==> config.mk <==
export PLATFORM = sky130hd
export DESIGN_NAME = lsc3d_fifo
export DESIGN_NICKNAME = d
export VERILOG_FILES = /design/src/lsc3d_pkg.sv /design/src/lsc3d_fifo.sv
export SDC_FILE = /design/constraint.sdc
export NUM_CORES = 1
export LEC_CHECK = 0
export BUFFER_PORTS_ARGS = -buffer_cell sky130_fd_sc_hd__buf_2
export CAP_MARGIN = 0
export CORE_ASPECT_RATIO = 0.7
export CORE_MARGIN = 4
export CORE_UTILIZATION = 48
export CTS_BUF_LIST = sky130_fd_sc_hd__clkbuf_4
export DETAILED_ROUTE_END_ITERATION = 8
export PLACE_DENSITY = 0.74
export SLEW_MARGIN = 15
export SYNTH_ARGS = -nofsm -noshare
export SYNTH_HDL_FRONTEND = slang
export SYNTH_SLANG_ARGS = --single-unit
==> constraint.sdc <==
create_clock -name aclk -period 30.4 [get_ports aclk]
set_input_delay 6.08 -clock aclk [delete_from_list [all_inputs] [get_ports aclk]]
set_output_delay 6.08 -clock aclk [all_outputs]
set_load 0.01 [all_outputs]
==> src/lsc3d_pkg.sv <==
// ----------------------------------------------------------------------------
// lsc3d_pkg
// types, constants and helper functions of the 3d segment clipper
// ----------------------------------------------------------------------------
package lsc3d_pkg;

    localparam int FRAC_BITS  = 16;
    localparam int FIFO_DEPTH = 4;
    localparam int FIFO_AW    = 2;
    localparam int NUM_LANES  = 6;
    localparam int NUM_FACES  = 6;
    localparam int QUO_BITS   = 25;
    localparam int PROD_BITS  = 50;

    localparam logic signed [25:0] ONE = 26'sd1 <<< FRAC_BITS;

    typedef struct packed {
        logic signed [23:0] start_x;
        logic signed [23:0] start_y;
        logic signed [23:0] start_z;
        logic signed [23:0] end_x;
        logic signed [23:0] end_y;
        logic signed [23:0] end_z;
        logic [15:0]        start_red;
        logic [15:0]        start_green;
        logic [15:0]        start_blue;
        logic [15:0]        end_red;
        logic [15:0]        end_green;
        logic [15:0]        end_blue;
    } in_t;

    typedef struct packed {
        logic signed [23:0] point_x;
        logic signed [23:0] point_y;
        logic signed [23:0] point_z;
        logic [15:0]        point_red;
        logic [15:0]        point_green;
        logic [15:0]        point_blue;
        logic               is_end_point;
        logic               visible;
        logic               color_interpolated;
    } out_t;

    typedef struct packed {
        logic signed [25:0] n;
        logic signed [25:0] d;
    } frac_t;

    typedef struct packed {
        in_t   item;
        frac_t te;
        frac_t tl;
        logic  vis;
    } cls_t;

    typedef struct packed {
        frac_t te;
        frac_t tl;
        logic  pass;
    } face_t;

    typedef struct packed {
        logic [24:0]        dmag;
        logic               neg;
        logic [24:0]        tn;
        logic [24:0]        td;
        logic signed [24:0] base;
    } lane0_t;

    typedef struct packed {
        logic [PROD_BITS-1:0] rem;
        logic [QUO_BITS-1:0]  quo;
        logic [24:0]          td;
        logic                 neg;
        logic signed [24:0]   base;
    } div_t;

    typedef struct packed {
        logic is_end;
        logic vis;
        logic moved;
    } meta_t;

    function automatic logic signed [24:0] lane_start(in_t it, logic [2:0] lane);
        logic signed [24:0] r;
        case (lane)
            3'd0:    r = 25'(it.start_x);
            3'd1:    r = 25'(it.start_y);
            3'd2:    r = 25'(it.start_z);
            3'd3:    r = {9'd0, it.start_red};
            3'd4:    r = {9'd0, it.start_green};
            3'd5:    r = {9'd0, it.start_blue};
            default: r = '0;
        endcase
        return r;
    endfunction

    function automatic logic signed [24:0] lane_end(in_t it, logic [2:0] lane);
        logic signed [24:0] r;
        case (lane)
            3'd0:    r = 25'(it.end_x);
            3'd1:    r = 25'(it.end_y);
            3'd2:    r = 25'(it.end_z);
            3'd3:    r = {9'd0, it.end_red};
            3'd4:    r = {9'd0, it.end_green};
            3'd5:    r = {9'd0, it.end_blue};
            default: r = '0;
        endcase
        return r;
    endfunction

    function automatic face_t face_step(logic signed [25:0] p, logic signed [25:0] q,
                                        frac_t te, frac_t tl);
        face_t              r;
        logic signed [25:0] tn;
        logic signed [25:0] td;
        logic signed [51:0] m_ln;
        logic signed [51:0] m_lr;
        logic signed [51:0] m_en;
        logic signed [51:0] m_er;
        r.te   = te;
        r.tl   = tl;
        r.pass = 1'b1;
        tn     = (p < 0) ? -q : q;
        td     = (p < 0) ? -p : p;
        m_ln   = tn * tl.d;
        m_lr   = tl.n * td;
        m_en   = tn * te.d;
        m_er   = te.n * td;
        if (p > 0) begin
            if (m_ln > m_lr) r.pass = 1'b0;
            if (m_en > m_er) begin
                r.te.n = tn;
                r.te.d = td;
            end
        end else if (p < 0) begin
            if (m_en < m_er) r.pass = 1'b0;
            if (m_ln < m_lr) begin
                r.tl.n = tn;
                r.tl.d = td;
            end
        end else if (q > 0) begin
            r.pass = 1'b0;
        end
        return r;
    endfunction

endpackage

==> src/lsc3d_fifo.sv <==
// ----------------------------------------------------------------------------
// lsc3d_fifo
// short queue of classified segments between front and back
// ----------------------------------------------------------------------------
module lsc3d_fifo (
    input  logic            aclk,
    input  logic            aresetn,
    input  logic            wr_valid,
    output logic            wr_ready,
    input  lsc3d_pkg::cls_t wr_data,
    output logic            rd_valid,
    input  logic            rd_pop,
    output lsc3d_pkg::cls_t rd_data
);

    lsc3d_pkg::cls_t mem_reg [lsc3d_pkg::FIFO_DEPTH];
    logic [lsc3d_pkg::FIFO_AW-1:0] wr_ptr_reg, wr_ptr_next, rd_ptr_reg, rd_ptr_next;
    logic [lsc3d_pkg::FIFO_AW:0]   cnt_reg, cnt_next;
    logic push, pop;

    assign wr_ready = cnt_reg != (lsc3d_pkg::FIFO_AW+1)'(lsc3d_pkg::FIFO_DEPTH);
    assign rd_valid = cnt_reg != '0;
    assign rd_data  = mem_reg[rd_ptr_reg];
    assign push     = wr_valid && wr_ready;
    assign pop      = rd_pop && rd_valid;

    always_comb begin
        wr_ptr_next = push ? wr_ptr_reg + 1'b1 : wr_ptr_reg;
        rd_ptr_next = pop ? rd_ptr_reg + 1'b1 : rd_ptr_reg;
        cnt_next    = cnt_reg + (lsc3d_pkg::FIFO_AW+1)'(push) - (lsc3d_pkg::FIFO_AW+1)'(pop);
    end

    always_ff @(posedge aclk) begin
        if (!aresetn) begin
            wr_ptr_reg <= '0;
            rd_ptr_reg <= '0;
            cnt_reg    <= '0;
        end else begin
            wr_ptr_reg <= wr_ptr_next;
            rd_ptr_reg <= rd_ptr_next;
            cnt_reg    <= cnt_next;
        end
    end

    always_ff @(posedge aclk) begin
        if (push) begin
            mem_reg[wr_ptr_reg] <= wr_data;
        end
    end

endmodule

==> metrics.md, run 1 <==
| Metric | Value |
|---|---|
| Placeable core area | `103000 sq um` |
| Final Routed Wirelength | `106 mm` |
| Largest incremental delay on the critical path | `0.90 ns` |
| Cells taking the most area after synthesis | `sky130_fd_sc_hd__edfxtp_1, sky130_fd_sc_hd__mux4_2, sky130_fd_sc_hd__dfxtp_1, sky130_fd_sc_hd__buf_4, sky130_fd_sc_hd__buf_2` |
| Gate count of the mapped netlist | `1850` |
| CTS root buffer | `sky130_fd_sc_hd__clkbuf_4` |
| Average wire length per cell after detail routing | `24.1 um` |
| Critical path depth in cells | `5` |
| Category of cells accounting for the largest share of critical-path delay | `buffers and inverters` |
| Number of warnings printed during yosys synthesis | `0` |
| Post-route minimum period | `11.57 ns` |
| Total nets after synthesis | `2206` |
| Worst Setup End Kind | `output pin` |
| Fraction of post-synthesis cell area in the top cell type by area | `82.7%` |
| Final Net Count | `3182` |
| DR pass1 iterations | `5` |
| HPWL after detailed placement | `66.0 mm` |
| Die area | `110000 sq um` |
| Die Ht | `278 um` |
| Worst hold path type | `reg -> reg` |
| Cells on Worst Hold Path | `2` |
| Worst Setup Path Type | `reg -> out` |
| Global-route wire length before repair | `161 mm` |
| Worst slack at placement | `19.77 ns` |
| Sequential cell area | `41600 sq um` |
| Number of endpoints with negative hold slack in the final report | `0` |
| Clock tree from TritonCTS | `done` |
| Flip-flop and latch count after synthesis | `1389` |
| Count of unresolved DRC violations after routing | `0` |
| Weighted congestion at the end of routability-driven global placement | `0.829` |
| Ports | `696` |
| PostCTS Resize Cnt | `0` |
| Leading cell type in the layout, fill and taps excluded | `sky130_fd_sc_hd__edfxtp_1` |
| Max-slew violation total from the final report | `0` |
| Clock-pin transition on the worst setup and hold timing paths | `0.07 ns` |
| Fill count | `7352` |
| Hold bufs inserted after CTS | `0` |
| Max-cap check violation count | `0` |
| RSZ-0062 raised after global routing | `false` |
| Leakage power | `0.0199 uW` |
| Pin count of the biggest net entering global routing | `148` |
| Max stage delay cell, worst path | `sky130_fd_sc_hd__dfxtp_4` |
| Run status | `finished clean` |
| Area of the multi-input gates | `8050 sq um` |
| Detailed-route via count | `24118` |
| Sink count of the clock tree | `1389` |
| R2r worst-path depth | `6` |
| Count of antenna-violating nets left after detailed routing | `0` |
| Num rows | `98` |
| Critical path data arrival time | `5.49 ns` |
| Most area-hungry cell type in the Yosys netlist | `sky130_fd_sc_hd__edfxtp_1` |
| Critical-path maximum fanout | `102` |
| Number of CTS-inserted buffers | `330` |
| Synthesized area per cell | `27.1 sq um` |
| Most frequent cells in the layout | `sky130_fd_sc_hd__edfxtp_1, sky130_fd_sc_hd__buf_2, sky130_fd_sc_hd__clkbuf_4` |
| Final sum of negative setup slack | `0 ns` |
| Horizontal die dimension | `394 um` |
| Slew at the pin closest to its max-slew limit | `1.16 ns` |
| Area Overhead vs Synth | `18.0%` |
| Via count of the first global-routing pass | `25979` |
| Power Density | `82.3 nW/um^2` |
| Final setup margin | `18.83 ns` |
| Slew headroom | `22.7%` |
| Postcts setup bufs | `0` |
| Data required time of the critical path | `24.32 ns` |
| Area of the mapped netlist | `50100 sq um` |
| Maximum clock rate | `0.0864 GHz` |
| Count of final setup violators | `0` |
| Chain of cells forming the critical path | `buf_4 -> buf_4 -> buf_12 -> mux4_2 -> buf_2` |
| Gr ovfl total | `0` |
| Clock latency reported for the late side of the worst-skew pair | `1.15 ns` |
| Layout cells sized above 1 | `51.5%` |
| Cell repeated most along the worst path | `sky130_fd_sc_hd__buf_4` |
| Worst Setup Start Kind | `flip-flop` |
| Port Buf Inserts | `695` |
| Initial standard-cell utilization of the core | `48.7%` |
| Maximum resistive drop on vdd | `0.0644 mV` |
| Deepest level of the CTS H-tree | `5` |
| Sequential area share after synthesis | `83.0%` |
| Count of unique library cells instantiated by Yosys | `21` |
| Total global routing track utilization | `19.4%` |
| Maximum number of buffers from clock root to sink | `4` |
| Number of flip-flops under the largest register name | `1380` |
| Worst clock skew on the final layout | `0.0759 ns` |
| Average vias per placed instance | `5.45` |
| Number of violations reported at the end of detailed-routing iteration 0 | `1751` |
| Initial antenna violation count | `33` |
| Final clock period utilization by the worst path | `38.1%` |
| Crit path buffers/inverters | `4` |
report_power, final:
part / internal (uW) / total (uW) / switching (uW) / leakage, uW
Sequential: 2320 / 2380 / 61.4 / 0.0127
Combinational: 476 / 1060 / 581 / 0.00484
Clock: 746 / 1430 / 682 / 0.00236
synthesized netlist by cell type (all sizes together):
library cell	number
a21boi	1
mux2i	2
buf	69
xnor2	4
nor2	1
inv	5
fa	1
clkbuf	9
o31a	1
o311ai	1
nor2b	3
and2	7
dfxtp	9
or3	1
mux4	345
edfxtp	1380
nand2	5
ha	6
worst min-delay path, delay by kind of cell, from the launching register on:
family	cells	cell delay (ns)
AND/OR/NAND/NOR	1	0.07
multiplexers	1	0.06
flip-flops	1	0.34
cell families after synthesis:
family	synth area share, %
XOR/XNOR	0.0699
AND/OR/NAND/NOR	0.182
flip-flops	83.0
AO/OA/AOI/OAI	0.0499
multiplexers	15.5
buffers and inverters	0.936
adder cells (fa/ha/maj)	0.190
stage by stage:
stage | cells | cell area (sq um) | util (%) | power, uW | hold WS, ns
after floorplan | 1850 | 50100 | - | 3140 | 0.468
after CTS | 4388 | 59100 | 57.4 | 4940 | 0.514
after global routing | 4412 | 59100 | 57.5 | 5120 | 0.545
after global placement | 3844 | 55100 | 53.6 | 3470 | 0.477
after detailed placement | 3844 | 55100 | 53.6 | 3500 | 0.504
final | 4424 | 59100 | 57.5 | 4870 | 0.514
path summary, 6_finish.rpt:
check                              from                          to  slack (ns)
max                           flip-flop                rd_data[268]       18.83
min          wr_ptr_reg[1]$_SDFFE_PN0P_  wr_ptr_reg[1]$_SDFFE_PN0P_        0.51
max reg2reg       cnt_reg[1]$_SDFF_PN0_   mem_reg[0][125]$_DFFE_PP_       25.50
min reg2reg  wr_ptr_reg[1]$_SDFFE_PN0P_  wr_ptr_reg[1]$_SDFFE_PN0P_        0.51
metal layers:
metal / GRT usage (%) / part of all wire [%] / vias to the layer above
li1: - / - / 10257
met1: 24.3 / 38 / 12571
met2: 31.3 / 51 / 1070
met3: 6.85 / 8.8 / 202
met4: 7.72 / 2.7 / 18
met5: 0 / 0.12 / -
final cells by class:
class                           instances  share of cell area (%)
Sequential cell                      1389                    70.4
Multi-Input combinational cell        378                    13.6
Timing Repair Buffer                  722                    6.29
Clock buffer                          467                    5.93
Tap cell                             1350                    2.86
Clock inverter                         77                   0.762
Antenna cell                           36                   0.152
Inverter                                5                  0.0317
(Power assumes the default switching activity.)
==> run 2, diff against run 1 <==
==> constraint.sdc (replaced) <==
create_clock -name aclk -period 11.67 [get_ports aclk]
set_input_delay 2.334 -clock aclk [delete_from_list [all_inputs] [get_ports aclk]]
set_output_delay 2.334 -clock aclk [all_outputs]
set_load 0.01 [all_outputs]
==> run 2 against run 1 <==
Wire length is 2.0% lower; worst hold slack worse by 0.0056 ns; core utilization grew 0.22 points; flip-flop and latch count did not move; combinational power rose to 2.6 times the previous value; non-clock buffer count decreased by 6; final area rose by 0.38%; via count decreased by 1.2%; total power grew to 2.6 times the previous value; largest power group unchanged.
==> metrics.md, run 2 (synthesis gave the netlist of run 1 again) <==
| Metric | Value |
|---|---|
| Layout cells sized above 1 | `51.6%` |
| Worst-case register-to-register setup slack | `7.56 ns` |
| Maximum number of buffers from clock root to sink | `4` |
| R2r worst-path depth | `5` |
| Maximum resistive drop on vdd | `0.150 mV` |
| Cells on Worst Hold Path | `2` |
| Gr ovfl total | `0` |
| Clock-pin transition on the worst setup and hold timing paths | `0.06 ns` |
| CTS root buffer | `sky130_fd_sc_hd__clkbuf_4` |
| Number of endpoints with negative hold slack in the final report | `0` |
| Worst R2R End | `mem_reg[3][225]$_DFFE_PP_` |
| Die area | `110000 sq um` |
| Sink of the worst hold path | `wr_ptr_reg[1]$_SDFFE_PN0P_` |
| Clock tree from TritonCTS | `done` |
| Deepest level of the CTS H-tree | `5` |
| Count of antenna-violating nets left after detailed routing | `0` |
| Die Ht | `278 um` |
| Maximum clock rate | `0.145 GHz` |
| Reg-to-Reg Start | `cnt_reg[1]$_SDFF_PN0_` |
| Worst Setup Start Kind | `flip-flop` |
| Worst Setup End Kind | `output pin` |
| Leakage power | `0.0200 uW` |
| Num rows | `98` |
| Slew at the pin closest to its max-slew limit | `1.36 ns` |
| Count of unresolved DRC violations after routing | `0` |
| Ports | `696` |
| Worst hold path type | `reg -> reg` |
| Final clock period utilization by the worst path | `59.2%` |
| Number of CTS-inserted buffers | `336` |
| Sequential group share of total power | `48.3%` |
| Most frequent cells in the layout | `sky130_fd_sc_hd__edfxtp_1, sky130_fd_sc_hd__buf_2, sky130_fd_sc_hd__clkbuf_4` |
| Pin count of the biggest net entering global routing | `154` |
| Number of flip-flops under the largest register name | `1380` |
| Leading cell type in the layout, fill and taps excluded | `sky130_fd_sc_hd__edfxtp_1` |
| Total global routing track utilization | `19.0%` |
| Data required time of the critical path | `9.34 ns` |
| Final Routed Wirelength | `104 mm` |
| Placeable core area | `103000 sq um` |
| Count of final setup violators | `0` |
| Critical path data arrival time | `4.58 ns` |
| Weighted congestion at the end of routability-driven global placement | `0.808` |
| Run status | `finished clean` |
| Post-route minimum period | `6.91 ns` |
| Clock share of power | `30.2%` |
| Internal power | `9380 uW` |
| Clock latency reported for the late side of the worst-skew pair | `1.14 ns` |
| Detailed-route via count | `23820` |
| Switching power total | `3440 uW` |
| Worst clock skew on the final layout | `0.0919 ns` |
| Average wire length per cell after detail routing | `23.6 um` |
| Global-route wire length before repair | `158 mm` |
| Critical-path maximum fanout | `109` |
| Port Buf Inserts | `695` |
| Power Density | `216 nW/um^2` |
| Number of violations reported at the end of detailed-routing iteration 0 | `1727` |
| Net switching fraction of the power | `26.8%` |
| Max-cap check violation count | `0` |
| Launch point of the worst hold path | `wr_ptr_reg[1]$_SDFFE_PN0P_` |
| Sink count of the clock tree | `1389` |
| Postcts setup bufs | `0` |
| Horizontal die dimension | `394 um` |
| Hold bufs inserted after CTS | `0` |
| DR pass1 iterations | `5` |
| Fraction of the core area covered by cells at the end of the flow | `57.7%` |
| RSZ-0062 raised after global routing | `false` |
| Via count of the first global-routing pass | `25836` |
| HPWL after detailed placement | `63.7 mm` |
| Average vias per placed instance | `5.39` |
| Worst Setup Path Type | `reg -> out` |
| Final Net Count | `3182` |
| Initial standard-cell utilization of the core | `48.7%` |
| Max-slew violation total from the final report | `0` |
| Slew headroom | `9.34%` |
| PostCTS Resize Cnt | `0` |
| Area Overhead vs Synth | `18.4%` |
| Logic pwr share | `21.6%` |
| Final sum of negative setup slack | `0 ns` |
| Initial antenna violation count | `30` |
## run 2: changes by cell type in the layout (fill, tap and decap cells not counted)
cell | before | now
sky130_fd_sc_hd__bufinv_16 | 5 | 10
sky130_fd_sc_hd__clkinvlp_4 | 5 | 2
sky130_fd_sc_hd__diode_2 | 36 | 35
sky130_fd_sc_hd__clkinv_1 | 53 | 48
sky130_fd_sc_hd__buf_4 | 24 | 11
sky130_fd_sc_hd__buf_12 | 3 | 10
sky130_fd_sc_hd__clkinv_4 | 0 | 2
sky130_fd_sc_hd__clkinv_2 | 9 | 7
sky130_fd_sc_hd__clkbuf_4 | 467 | 476
## run 2: critical path: stages, from the launching register on
cell                      delay [ns]
sky130_fd_sc_hd__dfxtp_4        0.80
sky130_fd_sc_hd__buf_4          0.83
sky130_fd_sc_hd__buf_12         0.60
sky130_fd_sc_hd__mux4_2         0.66
sky130_fd_sc_hd__buf_2          0.17
## run 2: metal layers
| metal | GRT usage [%] | up-vias | share of wire [%] | wire, um |
|---|---|---|---|---|
| li1 | - | 10271 | - | - |
| met1 | 23.8 | 12438 | 38 | 39400 |
| met2 | 30.9 | 920 | 52 | 54200 |
| met3 | 6.57 | 167 | 8.1 | 8410 |
| met4 | 7.53 | 24 | 2.1 | 2150 |
| met5 | 0 | - | 0.15 | 159 |
## run 2: worst max path at each step
stage	end	startpoint	cells after the start
2_1_floorplan	mem_reg[2][0]$_DFFE_PP_	wr_valid	2
6_report	rd_data[118]	flip-flop	4
3_3_place_gp	mem_reg[3][202]$_DFFE_PP_	wr_valid	5
3_5_place_dp	mem_reg[3][202]$_DFFE_PP_	wr_valid	5
5_1_grt	rd_data[105]	flip-flop	4
4_1_cts	rd_data[118]	flip-flop	4
## run 2: final cells by class
cell class,count,area (sq um)
Tap cell,1350,1690
Clock inverter,74,567
Clock buffer,476,3570
Multi-Input combinational cell,378,8050
Inverter,5,18.8
Sequential cell,1389,41600
Antenna cell,35,87.6
Fill cell,7298,43500
Timing Repair Buffer,716,3760
## run 2: power by group through the flow
stage                     Sequential, uW  Clock, uW  Combinational (uW)
after floorplan                     6410          0                1780
after global placement              6270          0                2780
after detailed placement            6300          0                2810
after CTS                           6200       4000                2820
after global routing                6230       4310                2950
final                               6190       3860                2760
## run 2: through the flow
step	instance area, sq um	total power (uW)	hold slack, ns	std cells	setup slack [ns]
after floorplan	50100	8190	0.468	1850	0.357
after global placement	55100	9040	0.477	3838	5.79
after detailed placement	55100	9110	0.498	3838	5.71
after CTS	59300	13000	0.508	4388	4.45
after global routing	59300	13500	0.525	4410	4.16
final	59400	12800	0.509	4423	4.76
